[src/history_match_thread_picker_core_defines.svh]
// Assertion macros for the history match thread picker.
// Used by the top level; expects aclk and aresetn in scope.
`ifndef HISTORY_MATCH_THREAD_PICKER_CORE_DEFINES_SVH
`define HISTORY_MATCH_THREAD_PICKER_CORE_DEFINES_SVH

// property must hold at every clock outside reset
`define HMTP_ASSERT(lbl, prop, msg) \
    lbl: assert property (@(posedge aclk) disable iff (!aresetn) prop) else $error(msg);

// condition must never be true outside reset
`define HMTP_ASSERT_NEVER(lbl, cond, msg) \
    lbl: assert property (@(posedge aclk) disable iff (!aresetn) !(cond)) else $error(msg);

`endif

[src/hmtp_pkg.sv]
// Shared types and constants for the history match thread picker.
// No dependencies; imported by the lane, merge and top modules.
package hmtp_pkg;

    localparam int THREAD_COUNT   = 4;
    localparam int TW             = $clog2(THREAD_COUNT);
    localparam int CNT_W          = $clog2(THREAD_COUNT);
    localparam int PC_W           = 64;
    localparam int CFG_W          = 5;
    localparam int HIST_DEPTH_DEF = 16;
    localparam int DEPTH_RESET    = 8;

    typedef logic [PC_W-1:0]         pc_t;
    typedef logic [THREAD_COUNT-1:0] tmask_t;
    typedef logic [TW-1:0]           tidx_t;

    typedef enum logic [2:0] {
        ST_IDLE,
        ST_SCAN,
        ST_DRAIN,
        ST_MERGE,
        ST_PICK
    } state_t;

    typedef struct packed {
        logic clear;
        logic rd_en;
        logic wr_en;
    } lane_ctrl_t;

    typedef struct packed {
        logic   found;
        tmask_t active;
        tidx_t  leader;
        logic   leader_valid;
        tidx_t  qpos_next;
    } pick_t;

endpackage

[src/hmtp_ram.sv]
// Generic single-write, single-read RAM with registered read data.
// No dependencies.
module hmtp_ram #(
    parameter int WIDTH = 64,
    parameter int DEPTH = 16,
    localparam int AW   = (DEPTH > 1) ? $clog2(DEPTH) : 1
) (
    input  logic             aclk,
    input  logic             we,
    input  logic [AW-1:0]    waddr,
    input  logic [WIDTH-1:0] wdata,
    input  logic             re,
    input  logic [AW-1:0]    raddr,
    output logic [WIDTH-1:0] rdata
);

    logic [WIDTH-1:0] mem_reg [DEPTH];
    logic [WIDTH-1:0] rdata_reg;

    always_ff @(posedge aclk) begin
        if (we) begin
            mem_reg[waddr] <= wdata;
        end
        if (re) begin
            rdata_reg <= mem_reg[raddr];
        end
    end

    assign rdata = rdata_reg;

endmodule

[src/hmtp_lane.sv]
// One history lane: a thread's PC ring, its write pointer and valid bits,
// and the compare of each ring entry against every other thread's PC. Uses hmtp_pkg, hmtp_ram.
module hmtp_lane import hmtp_pkg::*; #(
    parameter int LANE       = 0,
    parameter int HIST_DEPTH = HIST_DEPTH_DEF,
    localparam int AW        = (HIST_DEPTH > 1) ? $clog2(HIST_DEPTH) : 1,
    localparam int DW        = $clog2(HIST_DEPTH + 1)
) (
    input  logic          aclk,
    input  logic          aresetn,
    input  lane_ctrl_t    ctrl,
    input  logic [AW-1:0] rd_addr,
    input  logic [DW-1:0] depth,
    input  pc_t           pcs [THREAD_COUNT],
    output tmask_t        hits
);

    logic [AW-1:0]         wptr_reg;
    logic [AW-1:0]         wptr_next;
    logic [AW-1:0]         wr_ptr;
    logic [DW-1:0]         wr_inc;
    logic [HIST_DEPTH-1:0] vld_reg;
    logic                  vld_rd_reg;
    logic                  cmp_vld_reg;
    tmask_t                hits_reg;
    tmask_t                hit_now;
    pc_t                   rdata;
    pc_t                   hist_word;

    hmtp_ram #(
        .WIDTH(PC_W),
        .DEPTH(HIST_DEPTH)
    ) u_ram (
        .aclk (aclk),
        .we   (ctrl.wr_en),
        .waddr(wr_ptr),
        .wdata(pcs[LANE]),
        .re   (ctrl.rd_en),
        .raddr(rd_addr),
        .rdata(rdata)
    );

    always_comb begin
        wr_ptr    = (DW'(wptr_reg) >= depth) ? '0 : wptr_reg;
        wr_inc    = DW'(wr_ptr) + DW'(1);
        wptr_next = (wr_inc == depth) ? '0 : AW'(wr_inc);
        hist_word = vld_rd_reg ? rdata : '0;
        for (int k = 0; k < THREAD_COUNT; k++) begin
            hit_now[k] = (k != LANE) && (hist_word == pcs[k]);
        end
    end

    always_ff @(posedge aclk) begin
        if (!aresetn) begin
            wptr_reg    <= '0;
            vld_reg     <= '0;
            cmp_vld_reg <= 1'b0;
        end else begin
            cmp_vld_reg <= ctrl.rd_en;
            if (ctrl.wr_en) begin
                wptr_reg        <= wptr_next;
                vld_reg[wr_ptr] <= 1'b1;
            end
        end
    end

    always_ff @(posedge aclk) begin
        if (ctrl.rd_en) begin
            vld_rd_reg <= vld_reg[rd_addr];
        end
        if (ctrl.clear) begin
            hits_reg <= '0;
        end else if (cmp_vld_reg) begin
            hits_reg <= hits_reg | hit_now;
        end
    end

    assign hits = hits_reg;

endmodule

[config.mk]
export PLATFORM = sky130hd
export DESIGN_NAME = hmtp_lane
export DESIGN_NICKNAME = d
export VERILOG_FILES = /design/src/history_match_thread_picker_core_defines.svh /design/src/hmtp_pkg.sv /design/src/hmtp_ram.sv /design/src/hmtp_lane.sv
export SDC_FILE = /design/constraint.sdc
export NUM_CORES = 1
export LEC_CHECK = 0
export BUFFER_PORTS_ARGS = -buffer_cell sky130_fd_sc_hd__buf_2
export CAP_MARGIN = 20
export CORE_MARGIN = 2
export CORE_UTILIZATION = 45
export DETAILED_ROUTE_END_ITERATION = 12
export PLACE_DENSITY = 0.62
export SLEW_MARGIN = 10
export SYNTH_ARGS = -nofsm -noshare
export SYNTH_HDL_FRONTEND = slang
export SYNTH_SLANG_ARGS = --single-unit
export TNS_END_PERCENT = 20
[constraint.sdc]
create_clock -name aclk -period 14.9 [get_ports aclk]
set_input_delay 3.725 -clock aclk [delete_from_list [all_inputs] [get_ports aclk]]
set_output_delay 3.725 -clock aclk [all_outputs]
set_load 0.01 [all_outputs]
# Yosys cells after proc, flatten, opt, wreduce, memory -nomap -nowiden
# Memory sizes are Yosys's and may differ from the RTL's. A register that Yosys moved wholly into a read port is not among the register bits.
# Cells that the tools add are included.
[totals] reg_bits=26 ramBits=1024 inputBits=270 output_inout_bits=4 elab_cells=27 memories=1
[classes] add_sub_neg=1 magnitude_cmp=4 eq_ne=4 n_mux=9 n_bitwise=2 reduce_logical=1
[memory_table] name="u_ram.mem_reg" words=16 width=64 read_ports=1 rd_clocked_by_memory_dff=1 wr=1 line_no="hmtp_ram.sv:17" text="logic [WIDTH-1:0] mem_reg [DEPTH];"
[ops] cell="equality test 64 bit" count=3
[ops] cell="two-way mux 64 bit" count=1
[ops] cell="OR 16 bit" count=1
[ops] cell="less-than comparator 4 x 5 -> 1 bit (second input constant)" count=2
[ops] cell="two-way mux 4 bit" count=2
[ops] cell="adder 4 x 1 -> 5 bit (second input constant)" count=1
[ops] cell="equality test 5 bit" count=1
[ops] cell=">= comparator 4 x 5 -> 1 bit" count=1
[ops] cell="binary-select mux 1 bit (select 4 bit)" count=1
[ops] cell="demux 1 bit (select 4 bit)" count=1
[ops] cell=">= comparator 4 x 1 -> 1 bit (second input constant)" count=1
[ops] cell="two-way mux 1 bit" count=4
[ops] cell="OR 4 bit" count=1
[ops] cell="logical AND 1 bit" count=1

# Longest topological paths before layout
# Gate-level depths: netlist of run 1.
[depth] ltp_word=7 depth_mapped=14 ltp_nobuf=13

# Hierarchy
# Synthesis of run 1 repeated with hierarchy kept, for this count alone.
[hier_totals] hier_cells=2408 area_unflattened_um2=45227.1
[modules_own_cells] mod="hmtp_ram" instances=1 cells_per_inst=1647 area_per_inst_um2=40222.3
[modules_own_cells] mod="hmtp_lane" instances=1 cells_per_inst=761 area_per_inst_um2=5004.8

# Worst setup path before layout of run 1
# OpenSTA, ideal clock, no wires.
[synth_path] path_kind="input to register" start="input depth[0]" end="memory u_ram.mem_reg[11][0], enable pin" arrival_time_ps=11627 path_slack_ps=2627 path_stages=10 path_buffers=1 path_cell_list="ha_1 nand2b_1 a2111oi_2 or3_1 clkbuf_2 nand2_1 inv_1 ha_1 inv_1 nor4_1"
[synth_between] elab_chain_cells=2
[synth_rtl] item="from (decl)" line_no="hmtp_lane.sv:13" text="input logic [DW-1:0] depth,"
[synth_rtl] item=">= comparator 4 x 5 -> 1 bit" line_no="hmtp_lane.sv:44" text="wr_ptr = (DW'(wptr_reg) >= depth) ? '0 : wptr_reg;"
[synth_rtl] item="two-way mux 4 bit" line_no="hmtp_lane.sv:44"
[synth_rtl] item="to (decl)" line_no="hmtp_ram.sv:17"
# Every way passes these cells.

# Final worst setup path of run 1
[layout_path] start="input depth[0]" end="memory u_ram.mem_reg[15][17], enable pin"
# The elaborated chain is that of the path after synthesis.

==> results of run 1 <==
## metrics by stage
stage / area, sq um / instances / hold WS [ns] / power [uW] / utilization [%]
final: 51800 / 3927 / 0.455 / 6760 / 51.9
after global routing: 51800 / 3926 / 0.485 / 6970 / 51.9
after CTS: 51800 / 3921 / 0.461 / 6810 / 51.8
after detailed placement: 48200 / 3722 / 0.452 / 4100 / 48.3
after global placement: 48200 / 3721 / 0.441 / 4090 / 48.3
after floorplan: 45200 / 2214 / 0.435 / 3850 / -
## cell usage in the layout, fill, tap and decap left out, types with 33 or more instances in the layout
cell / Yosys / final
sky130_fd_sc_hd__edfxtp_1: 1089 / 1089
sky130_fd_sc_hd__mux4_2: 325 / 325
sky130_fd_sc_hd__buf_2: 35 / 268
sky130_fd_sc_hd__clkbuf_16: 0 / 111
sky130_fd_sc_hd__inv_1: 75 / 75
sky130_fd_sc_hd__o22ai_1: 51 / 51
sky130_fd_sc_hd__nor2_1: 52 / 44
sky130_fd_sc_hd__buf_4: 1 / 40
sky130_fd_sc_hd__nor2b_1: 35 / 35
sky130_fd_sc_hd__o21ai_0: 34 / 34
sky130_fd_sc_hd__nor4_1: 38 / 33
## logic make-up after synthesis
| kind of cell | share of synthesized area, % |
|---|---|
| buffers and inverters | 1.63 |
| other | 0.00829 |
| xor gates and xnor gates | 0.871 |
| AOI/OAI and AO/OA | 4.10 |
| and+or+nand+nor | 3.63 |
| muxes | 16.2 |
| adders and majority gates | 0.221 |
| DFF | 73.4 |
## cell usage after synthesis (20+ instances only)
master | n | area (sq um)
sky130_fd_sc_hd__edfxtp_1 | 1089 | 32700
sky130_fd_sc_hd__mux4_2 | 325 | 7320
sky130_fd_sc_hd__inv_1 | 75 | 282
sky130_fd_sc_hd__nor2_1 | 52 | 195
sky130_fd_sc_hd__o22ai_1 | 51 | 319
sky130_fd_sc_hd__clkbuf_1 | 44 | 165
sky130_fd_sc_hd__nor4_1 | 38 | 238
sky130_fd_sc_hd__buf_2 | 35 | 175
sky130_fd_sc_hd__nor2b_1 | 35 | 219
sky130_fd_sc_hd__o21ai_0 | 34 | 170
sky130_fd_sc_hd__nand2_1 | 26 | 97.6
sky130_fd_sc_hd__nand3_1 | 26 | 130
sky130_fd_sc_hd__dfxtp_1 | 24 | 480
sky130_fd_sc_hd__xor2_1 | 23 | 201
sky130_fd_sc_hd__xnor2_1 | 22 | 193
sky130_fd_sc_hd__a21oi_1 | 21 | 105
sky130_fd_sc_hd__o21a_1 | 21 | 158
sky130_fd_sc_hd__buf_1 | 20 | 75.1
sky130_fd_sc_hd__nand2b_1 | 20 | 125
## how the worst max path moves through the flow
stage          startpoint                              end  cells past startpoint
3_5_place_dp     depth[0]  u_ram.mem_reg[15][11]$_DFFE_PP_                     11
4_1_cts          depth[0]  u_ram.mem_reg[15][11]$_DFFE_PP_                     11
3_3_place_gp     depth[0]  u_ram.mem_reg[15][11]$_DFFE_PP_                     11
2_1_floorplan    depth[0]   u_ram.mem_reg[11][0]$_DFFE_PP_                     10
5_1_grt          depth[0]   u_ram.mem_reg[15][3]$_DFFE_PP_                     11
6_report         depth[0]  u_ram.mem_reg[15][17]$_DFFE_PP_                     11
## layer usage
metal / track usage [%] / up-vias
li1: - / 10100
met1: 35.6 / 13100
met2: 40.8 / 1115
met3: 6.21 / 209
met4: 8.46 / 24
met5: 0 / -
## critical path, delay by kind of cell
family,cells,cell delay (ns)
AO/OA/AOI/OAI,1,0.54
AND/OR/NAND/NOR,4,1.45
buffers and inverters,4,1.17
adder cells (fa/ha/maj),2,0.53
## where the power goes
group	internal, uW	total (uW)	leakage (uW)	switching (uW)
logic	186	466	0.00484	280
clock network	1570	2720	0.00174	1150
registers	3510	3570	0.0101	65.7
## cell type report
class | instances | area [sq um]
Clock buffer | 140 | 2950
Timing Repair Buffer | 312 | 1720
Tap cell | 1298 | 1620
Clock inverter | 59 | 603
Antenna cell | 5 | 12.5
Sequential cell | 1113 | 33200
Multi-Input combinational cell | 917 | 11400
Inverter | 83 | 312
Fill cell | 7811 | 48000
==> impl_metrics.sql, run 1 <==
INSERT INTO impl_metrics (metric_group, metric, value, unit) VALUES
('outcome', 'outcome', 'finished, final reports clean', ''),
('power', 'power.density_cell_area', '131', 'nW/um^2'),
('clock_tree', 'postCtsHoldBufs', '0', ''),
('global_routing', 'pin_count_of_the_biggest_net_entering_global_routing', '109', ''),
('synthesis', 'synthesis.nets', '2492', ''),
('timing', 'worst_clock_skew', '0.0320', 'ns'),
('floorplanning', 'floorplan.die_area', '103000', 'sq um'),
('worst_setup_path', 'cp_slowest_stage_delay', '0.84', 'ns'),
('timing', 'finalSetupViolations', '0', ''),
('worst_setup_path', 'worst-r2r-setup-slack', '10.42', 'ns'),
('placed_design', 'gp_congestion', '0.962', ''),
('placed_design', 'preCtsSetupSlack', '7.01', 'ns'),
('floorplanning', 'fp.dieW', '321', 'microns'),
('min_path', 'hold_depth', '2', ''),
('flow_run', 'drv_cap', '0', ''),
('global_routing', 'grt_pass1_vias', '25000', ''),
('worst_setup_path', 'crit_fanout', '41', ''),
('worst_setup_path', 'timing.setup.critical_path_class', 'input port to flop', ''),
('timing', 'tmin_final', '7.18', 'ns'),
('worst_setup_path', 'setup.worst_path.end_class', 'flop', ''),
('synthesis', 'syn_avg_cell_area', '20.4', 'sq um'),
('clock_tree', 'clock_pin_slew_reported_for_the_worst_setup_and_hold_paths_after_clock_tree_synthesis', '0.06', 'ns'),
('floorplanning', 'ioPinCount', '274', ''),
('route', 'drt_first_pass_iters', '7', ''),
('synthesis', 'most_used_dff_post_synth', 'sky130_fd_sc_hd__edfxtp_1', ''),
('route', 'finalWirelength', '133000', 'microns'),
('floorplanning', 'floorplan.initialDensity', '45.3', '%'),
('layout', 'post_route_cells_drive_above_1_share', '31.5', '%'),
('clock_tree', 'cts-htree-levels', '3', ''),
('clock_tree', 'numCtsBuffers', '110', ''),
('route', 'routed_via_density', '6.25', ''),
('worst_setup_path', 'ff2ff_path_depth', '11', ''),
('power', 'leakage_power_total', '0.0167', 'uW'),
('timing', 'layout_setup_ws', '7.72', 'ns'),
('placed_design', 'io_buffers', '272', ''),
('worst_setup_path', 'critical_path_required', '15.20', 'ns'),
('route', 'drt-wirelength-per-cell', '33.8', 'microns'),
('timing', 'finalHoldViolations', '0', ''),
('clock_tree', 'post_cts_buffers', '0', ''),
('clock_tree', 'clock_sink_count', '1113', ''),
('worst_setup_path', 'timing.critical_path.cells', 'buf_2 > ha_1 > nand2b_1 > a2111oi_2 > or3_1 > nand2_1 > inv_1 > ha_1 > inv_1 > nor2_4 > buf_4', ''),
('synthesis', 'ys_ff_latch', '1113', ''),
('min_path', 'timing.hold.worst.start', 'hits[2]$_SDFFE_PP0P_', ''),
('clock_tree', 'cts_repair_resize_count', '0', ''),
('timing', 'rsz0062_at_grt', 'false', ''),
('route', 'drtIter0Drc', '2814', ''),
('clock_tree', 'cts.root.buffer_cell', 'sky130_fd_sc_hd__clkbuf_16', ''),
('worst_setup_path', 'worst_ep_arrival_time', '7.47', 'ns'),
('global_routing', 'initial_antenna_violation_count', '24', ''),
('synthesis', 'synth_edf_count', '1089', ''),
('timing', 'max-slew-margin-rel', '24.9', '%'),
('worst_setup_path', 'critical_path.reg2reg.startpoint', 'wptr_reg[0]$_SDFFE_PN0P_', ''),
('synthesis', 'synth.distinct_cells', '70', ''),
('global_routing', 'grt_first_pass_wirelength', '186000', 'microns'),
('global_routing', 'gr_overflow_total', '0', ''),
('floorplanning', 'std_cell_rows', '116', ''),
('route', 'wl_met1', '53600', 'microns'),
('route', 'drc_errors', '0', ''),
('synthesis', 'synth_cells', '2214', ''),
('synthesis', 'synthArstFlopShare', '0', '%'),
('placed_design', 'place_hpwl', '85800', 'microns'),
('floorplanning', 'core_region_area', '99900', 'sq um'),
('route', 'route.met2.wl', '63100', 'microns'),
('route', 'route.met3.wl', '11900', 'microns'),
('layout', 'largest_register_ffs', '1024', ''),
('timing', 'max_freq', '0.139', 'GHz'),
('worst_setup_path', 'crit_path_top_delay_cell', 'sky130_fd_sc_hd__nor2_4', ''),
('layout', 'net_count_final', '2815', ''),
('min_path', 'holdPathEnd', 'hits[2]$_SDFFE_PP0P_', ''),
('synthesis', 'yosys_warnings', '0', ''),
('timing', 'min_period_over_period', '48.2', '%');
(Power assumes the default switching activity.)
==> inputs of run 2 (changes only) <==
ABC_AREA = 1   (was unset)
PLACE_DENSITY = 0.64   (was 0.62)
clock period = 5.9 ns   (was 14.9 ns; I/O delays follow)
==> impl_metrics.sql, run 2 <==
INSERT INTO impl_metrics (metric_group, metric, value, unit) VALUES
('outcome', 'outcome', 'finished, final reports clean', ''),
('clock_tree', 'cts-htree-levels', '3', ''),
('clock_tree', 'clock_latency_late_sink', '0.68', 'ns'),
('global_routing', 'gr-usage-all-layers', '24.0', '%'),
('layout', 'areaGrowthSynthToFinish', '13.7', '%'),
('synthesis', 'synth_edf_count', '1089', ''),
('timing', 'max-slew-margin-rel', '26.6', '%'),
('worst_setup_path', 'setup.worst_path.end_class', 'flop', ''),
('global_routing', 'grt.busiest_layer', 'met2', ''),
('clock_tree', 'post_cts_buffers', '0', ''),
('layout', 'multi_input_comb_area', '11300', 'sq um'),
('synthesis', 'yosys_warnings', '0', ''),
('power', 'net_switching_component_of_the_power', '3860', 'uW'),
('layout', 'final_cell_mix', 'sky130_fd_sc_hd__edfxtp_1 (1089), sky130_fd_sc_hd__o21ai_0 (346), sky130_fd_sc_hd__inv_1 (310)', ''),
('placed_design', 'place_hpwl', '78200', 'microns'),
('synthesis', 'synth.most_common_cell', 'sky130_fd_sc_hd__edfxtp_1', ''),
('worst_setup_path', 'crit_fanout', '47', ''),
('worst_setup_path', 'critPathLaunchType', 'input port', ''),
('synthesis', 'synth.distinct_cells', '40', ''),
('layout', 'post_layout_nonfiller_instances', '5175', ''),
('clock_tree', 'clk_path_buf_depth', '3', ''),
('worst_setup_path', 'timing.critical_path.cells', 'buf_2 > inv_1 > ha_1 > nand2_1 > nand2_1 > inv_1 > nand2_1 > nand2_1 > nand3_1 > inv_1 > ha_1 > nand2_1 > nor2_4 > buf_4', ''),
('worst_setup_path', 'worst_ep_arrival_time', '4.15', 'ns'),
('synthesis', 'most_used_dff_post_synth', 'sky130_fd_sc_hd__edfxtp_1', ''),
('synthesis', 'ys_ff_latch', '1113', ''),
('synthesis', 'post_synth_most_frequent_cells', 'sky130_fd_sc_hd__edfxtp_1 (1089), sky130_fd_sc_hd__o21ai_0 (346), sky130_fd_sc_hd__inv_1 (311), sky130_fd_sc_hd__a21oi_1 (271), sky130_fd_sc_hd__mux2i_1 (260)', ''),
('route', 'finalWirelength', '130000', 'microns'),
('clock_tree', 'cts_repair_resize_count', '0', ''),
('timing', 'final_max_slew_viol_count', '0', ''),
('flow_run', 'drv_cap', '0', ''),
('floorplanning', 'floorplan.die_area', '106000', 'sq um'),
('synthesis', 'synth_cells', '3443', ''),
('floorplanning', 'core_region_area', '103000', 'sq um'),
('worst_setup_path', 'crit_path_top_delay_cell', 'sky130_fd_sc_hd__buf_4', ''),
('floorplanning', 'std_cell_rows', '118', ''),
('synthesis', 'synth.yosys.seq_area_share', '71.2', '%'),
('floorplanning', 'floorplan.initialDensity', '45.2', '%'),
('clock_tree', 'clock_sink_count', '1113', ''),
('layout', 'final_design_area_no_fill', '53000', 'sq um'),
('layout', 'register_area', '33200', 'sq um'),
('synthesis', 'yosys-top-cells-area', 'sky130_fd_sc_hd__edfxtp_1 (70%), sky130_fd_sc_hd__mux2i_1 (5.6%), sky130_fd_sc_hd__o211ai_1 (4.1%)', ''),
('clock_tree', 'tritoncts', 'yes', ''),
('route', 'drc_errors', '0', ''),
('placed_design', 'place.detailed.instances', '4962', ''),
('worst_setup_path', 'cpMostUsedCell', 'sky130_fd_sc_hd__nand2_1', ''),
('worst_setup_path', 'timing.setup.critical_path_class', 'input port to flop', ''),
('global_routing', 'grt_first_pass_wirelength', '187000', 'microns'),
('synthesis', 'synthArstFlopShare', '0', '%'),
('layout', 'net_count_final', '3973', ''),
('global_routing', 'gr_overflow_total', '0', ''),
('clock_tree', 'numCtsBuffers', '111', ''),
('global_routing', 'grt_util_met1', '34.2', '%'),
('synthesis', 'post_synth_instance_area', '46600', 'sq um'),
('power', 'leakage_power_total', '0.0191', 'uW'),
('synthesis', 'synthesis.nets', '3721', ''),
('power', 'power_frac_seq', '52.6', '%'),
('power', 'power_frac_comb', '7.3', '%'),
('timing', 'tmin_final', '3.86', 'ns'),
('placed_design', 'io_buffers', '272', ''),
('timing', 'rsz0062_at_grt', 'false', ''),
('route', 'vias', '29000', ''),
('power', 'power.density_cell_area', '318', 'nW/um^2'),
('floorplanning', 'ioPinCount', '274', ''),
('floorplanning', 'die_height', '326', 'microns'),
('clock_tree', 'cts.root.buffer_cell', 'sky130_fd_sc_hd__clkbuf_16', ''),
('route', 'drtIter0Drc', '3092', ''),
('timing', 'finalSetupViolations', '0', ''),
('global_routing', 'initial_antenna_violation_count', '15', ''),
('min_path', 'min-delay-path-class', 'flop to flop', ''),
('timing', 'min_period_over_period', '65.4', '%'),
('power', 'ir_drop', '0.000258', 'V'),
('global_routing', 'grt_pass1_vias', '27500', ''),
('route', 'detail-route-antenna-nets', '0', ''),
('placed_design', 'gp_congestion', '0.909', ''),
('timing', 'max_freq', '0.259', 'GHz'),
('global_routing', 'pin_count_of_the_biggest_net_entering_global_routing', '105', ''),
('global_routing', 'globalRouteMet2Util', '37.0', '%'),
('layout', 'post_route_cells_drive_above_1_share', '14.3', '%'),
('synthesis', 'syn_avg_cell_area', '13.5', 'sq um'),
('timing', 'worst_clock_skew', '0.0222', 'ns'),
('clock_tree', 'postCtsHoldBufs', '0', ''),
('route', 'drt-wirelength-per-cell', '25.2', 'microns'),
('floorplanning', 'fp.dieW', '326', 'microns'),
('timing', 'finalHoldViolations', '0', ''),
('power', 'power_report.internal_total', '13000', 'uW'),
('route', 'routed_via_density', '5.61', ''),
('synthesis', 'synth_largest_type_area_fraction', '70.2', '%'),
('worst_setup_path', 'critical_path_required', '6.19', 'ns'),
('power', 'power.share.switching', '22.9', '%'),
('global_routing', 'met3_usage', '5.55', '%'),
('placed_design', 'post_dp_cell_area', '49500', 'sq um'),
('worst_setup_path', 'cp_slowest_stage_delay', '0.75', 'ns'),
('synthesis', 'synthDominantAreaCellType', 'sky130_fd_sc_hd__edfxtp_1', ''),
('layout', 'largest_register_ffs', '1024', ''),
('layout', 'fillCellCount', '8781', ''),
('route', 'drt_first_pass_iters', '6', ''),
('layout', 'layout_commonest_cell', 'sky130_fd_sc_hd__edfxtp_1', ''),
('timing', 'tightestPinTransition', '1.10', 'ns'),
('clock_tree', 'clock_pin_slew_reported_for_the_worst_setup_and_hold_paths_after_clock_tree_synthesis', '0.06', 'ns'),
('power', 'power.clock.fraction', '40.1', '%');
-- run 2: cell types whose count changed after synthesis, moves of 35 or more --
cell	delta
sky130_fd_sc_hd__o21ai_0	+312
sky130_fd_sc_hd__o211ai_1	+253
sky130_fd_sc_hd__nand2_1	+223
sky130_fd_sc_hd__nor2b_1	-35
sky130_fd_sc_hd__nand3_1	+86
sky130_fd_sc_hd__mux4_2	-325
sky130_fd_sc_hd__nor2_1	+65
sky130_fd_sc_hd__nor4_1	-35
sky130_fd_sc_hd__clkbuf_1	+50
sky130_fd_sc_hd__inv_1	+236
sky130_fd_sc_hd__a21oi_1	+250
sky130_fd_sc_hd__mux2i_1	+260
sky130_fd_sc_hd__o22ai_1	-38
-- run 2: through the flow --
step / setup TNS, ns / power, uW / setup slack, ns / hold WS (ns) / utilization, %
6_report: 0 / 16800 / 2.04 / 0.455 / 51.4
3_3_place_gp: 0 / 10200 / 1.40 / 0.444 / 48.0
3_5_place_dp: 0 / 10200 / 1.35 / 0.453 / 48.0
2_1_floorplan: -9.10 / 9670 / -0.0399 / 0.435 / -
5_1_grt: 0 / 17300 / 1.78 / 0.487 / 51.4
4_1_cts: 0 / 16900 / 2.06 / 0.462 / 51.4
-- run 2: final timing paths --
path	end	startpoint	cells past startpoint	slack, ns
min	hits[1]$_SDFFE_PP0P_	hits[1]$_SDFFE_PP0P_	2	0.46
max reg2reg	hits[3]$_SDFFE_PP0P_	vld_rd_reg$_DFFE_PP_	11	2.40
max	u_ram.mem_reg[11][13]$_DFFE_PP_	depth[2]	14	2.04
min reg2reg	hits[1]$_SDFFE_PP0P_	hits[1]$_SDFFE_PP0P_	2	0.46
-- run 2: worst max-delay path: cells and delay by family --
| family | cells | cell delay, ns |
|---|---|---|
| buffers and inverters | 5 | 1.08 |
| and+or+nand+nor | 7 | 0.97 |
| adders and majority gates | 2 | 0.54 |
-- run 2: per-layer routing --
metal  vias to the layer above  wire, microns
li1                      13200              -
met1                     14400          55300
met2                      1251          59200
met3                       169          12500
met4                        12           3210
met5                         -             73
-- run 2: layout make-up --
cell class,count,area share (%)
clock buffer,146,5.59
antenna,4,0.0189
multi-input combinational,1823,21.3
tap,1380,3.26
clock inverter,63,0.954
sequential,1113,62.6
timing repair buffer,333,3.97
inverter,313,2.24
-- run 2: power by group through the flow --
stage / clock (uW) / combinational, uW / sequential, uW
final: 6750 / 1220 / 8850
after detailed placement: 0 / 1210 / 9020
after CTS: 6840 / 1210 / 8850
after global routing: 7160 / 1320 / 8860
after floorplan: 0 / 662 / 9000
after global placement: 0 / 1200 / 9010
-- run 2: kinds of logic after synthesis --
family	count (synthesis)	share of synthesized area (%)
mux	260	5.58
xor+xnor	90	1.69
buf+inv	507	4.80
flops	1113	71.2
other cells	1	0.00805
simple gates	530	4.86
fa+ha+maj	8	0.215
compound gates	934	11.6
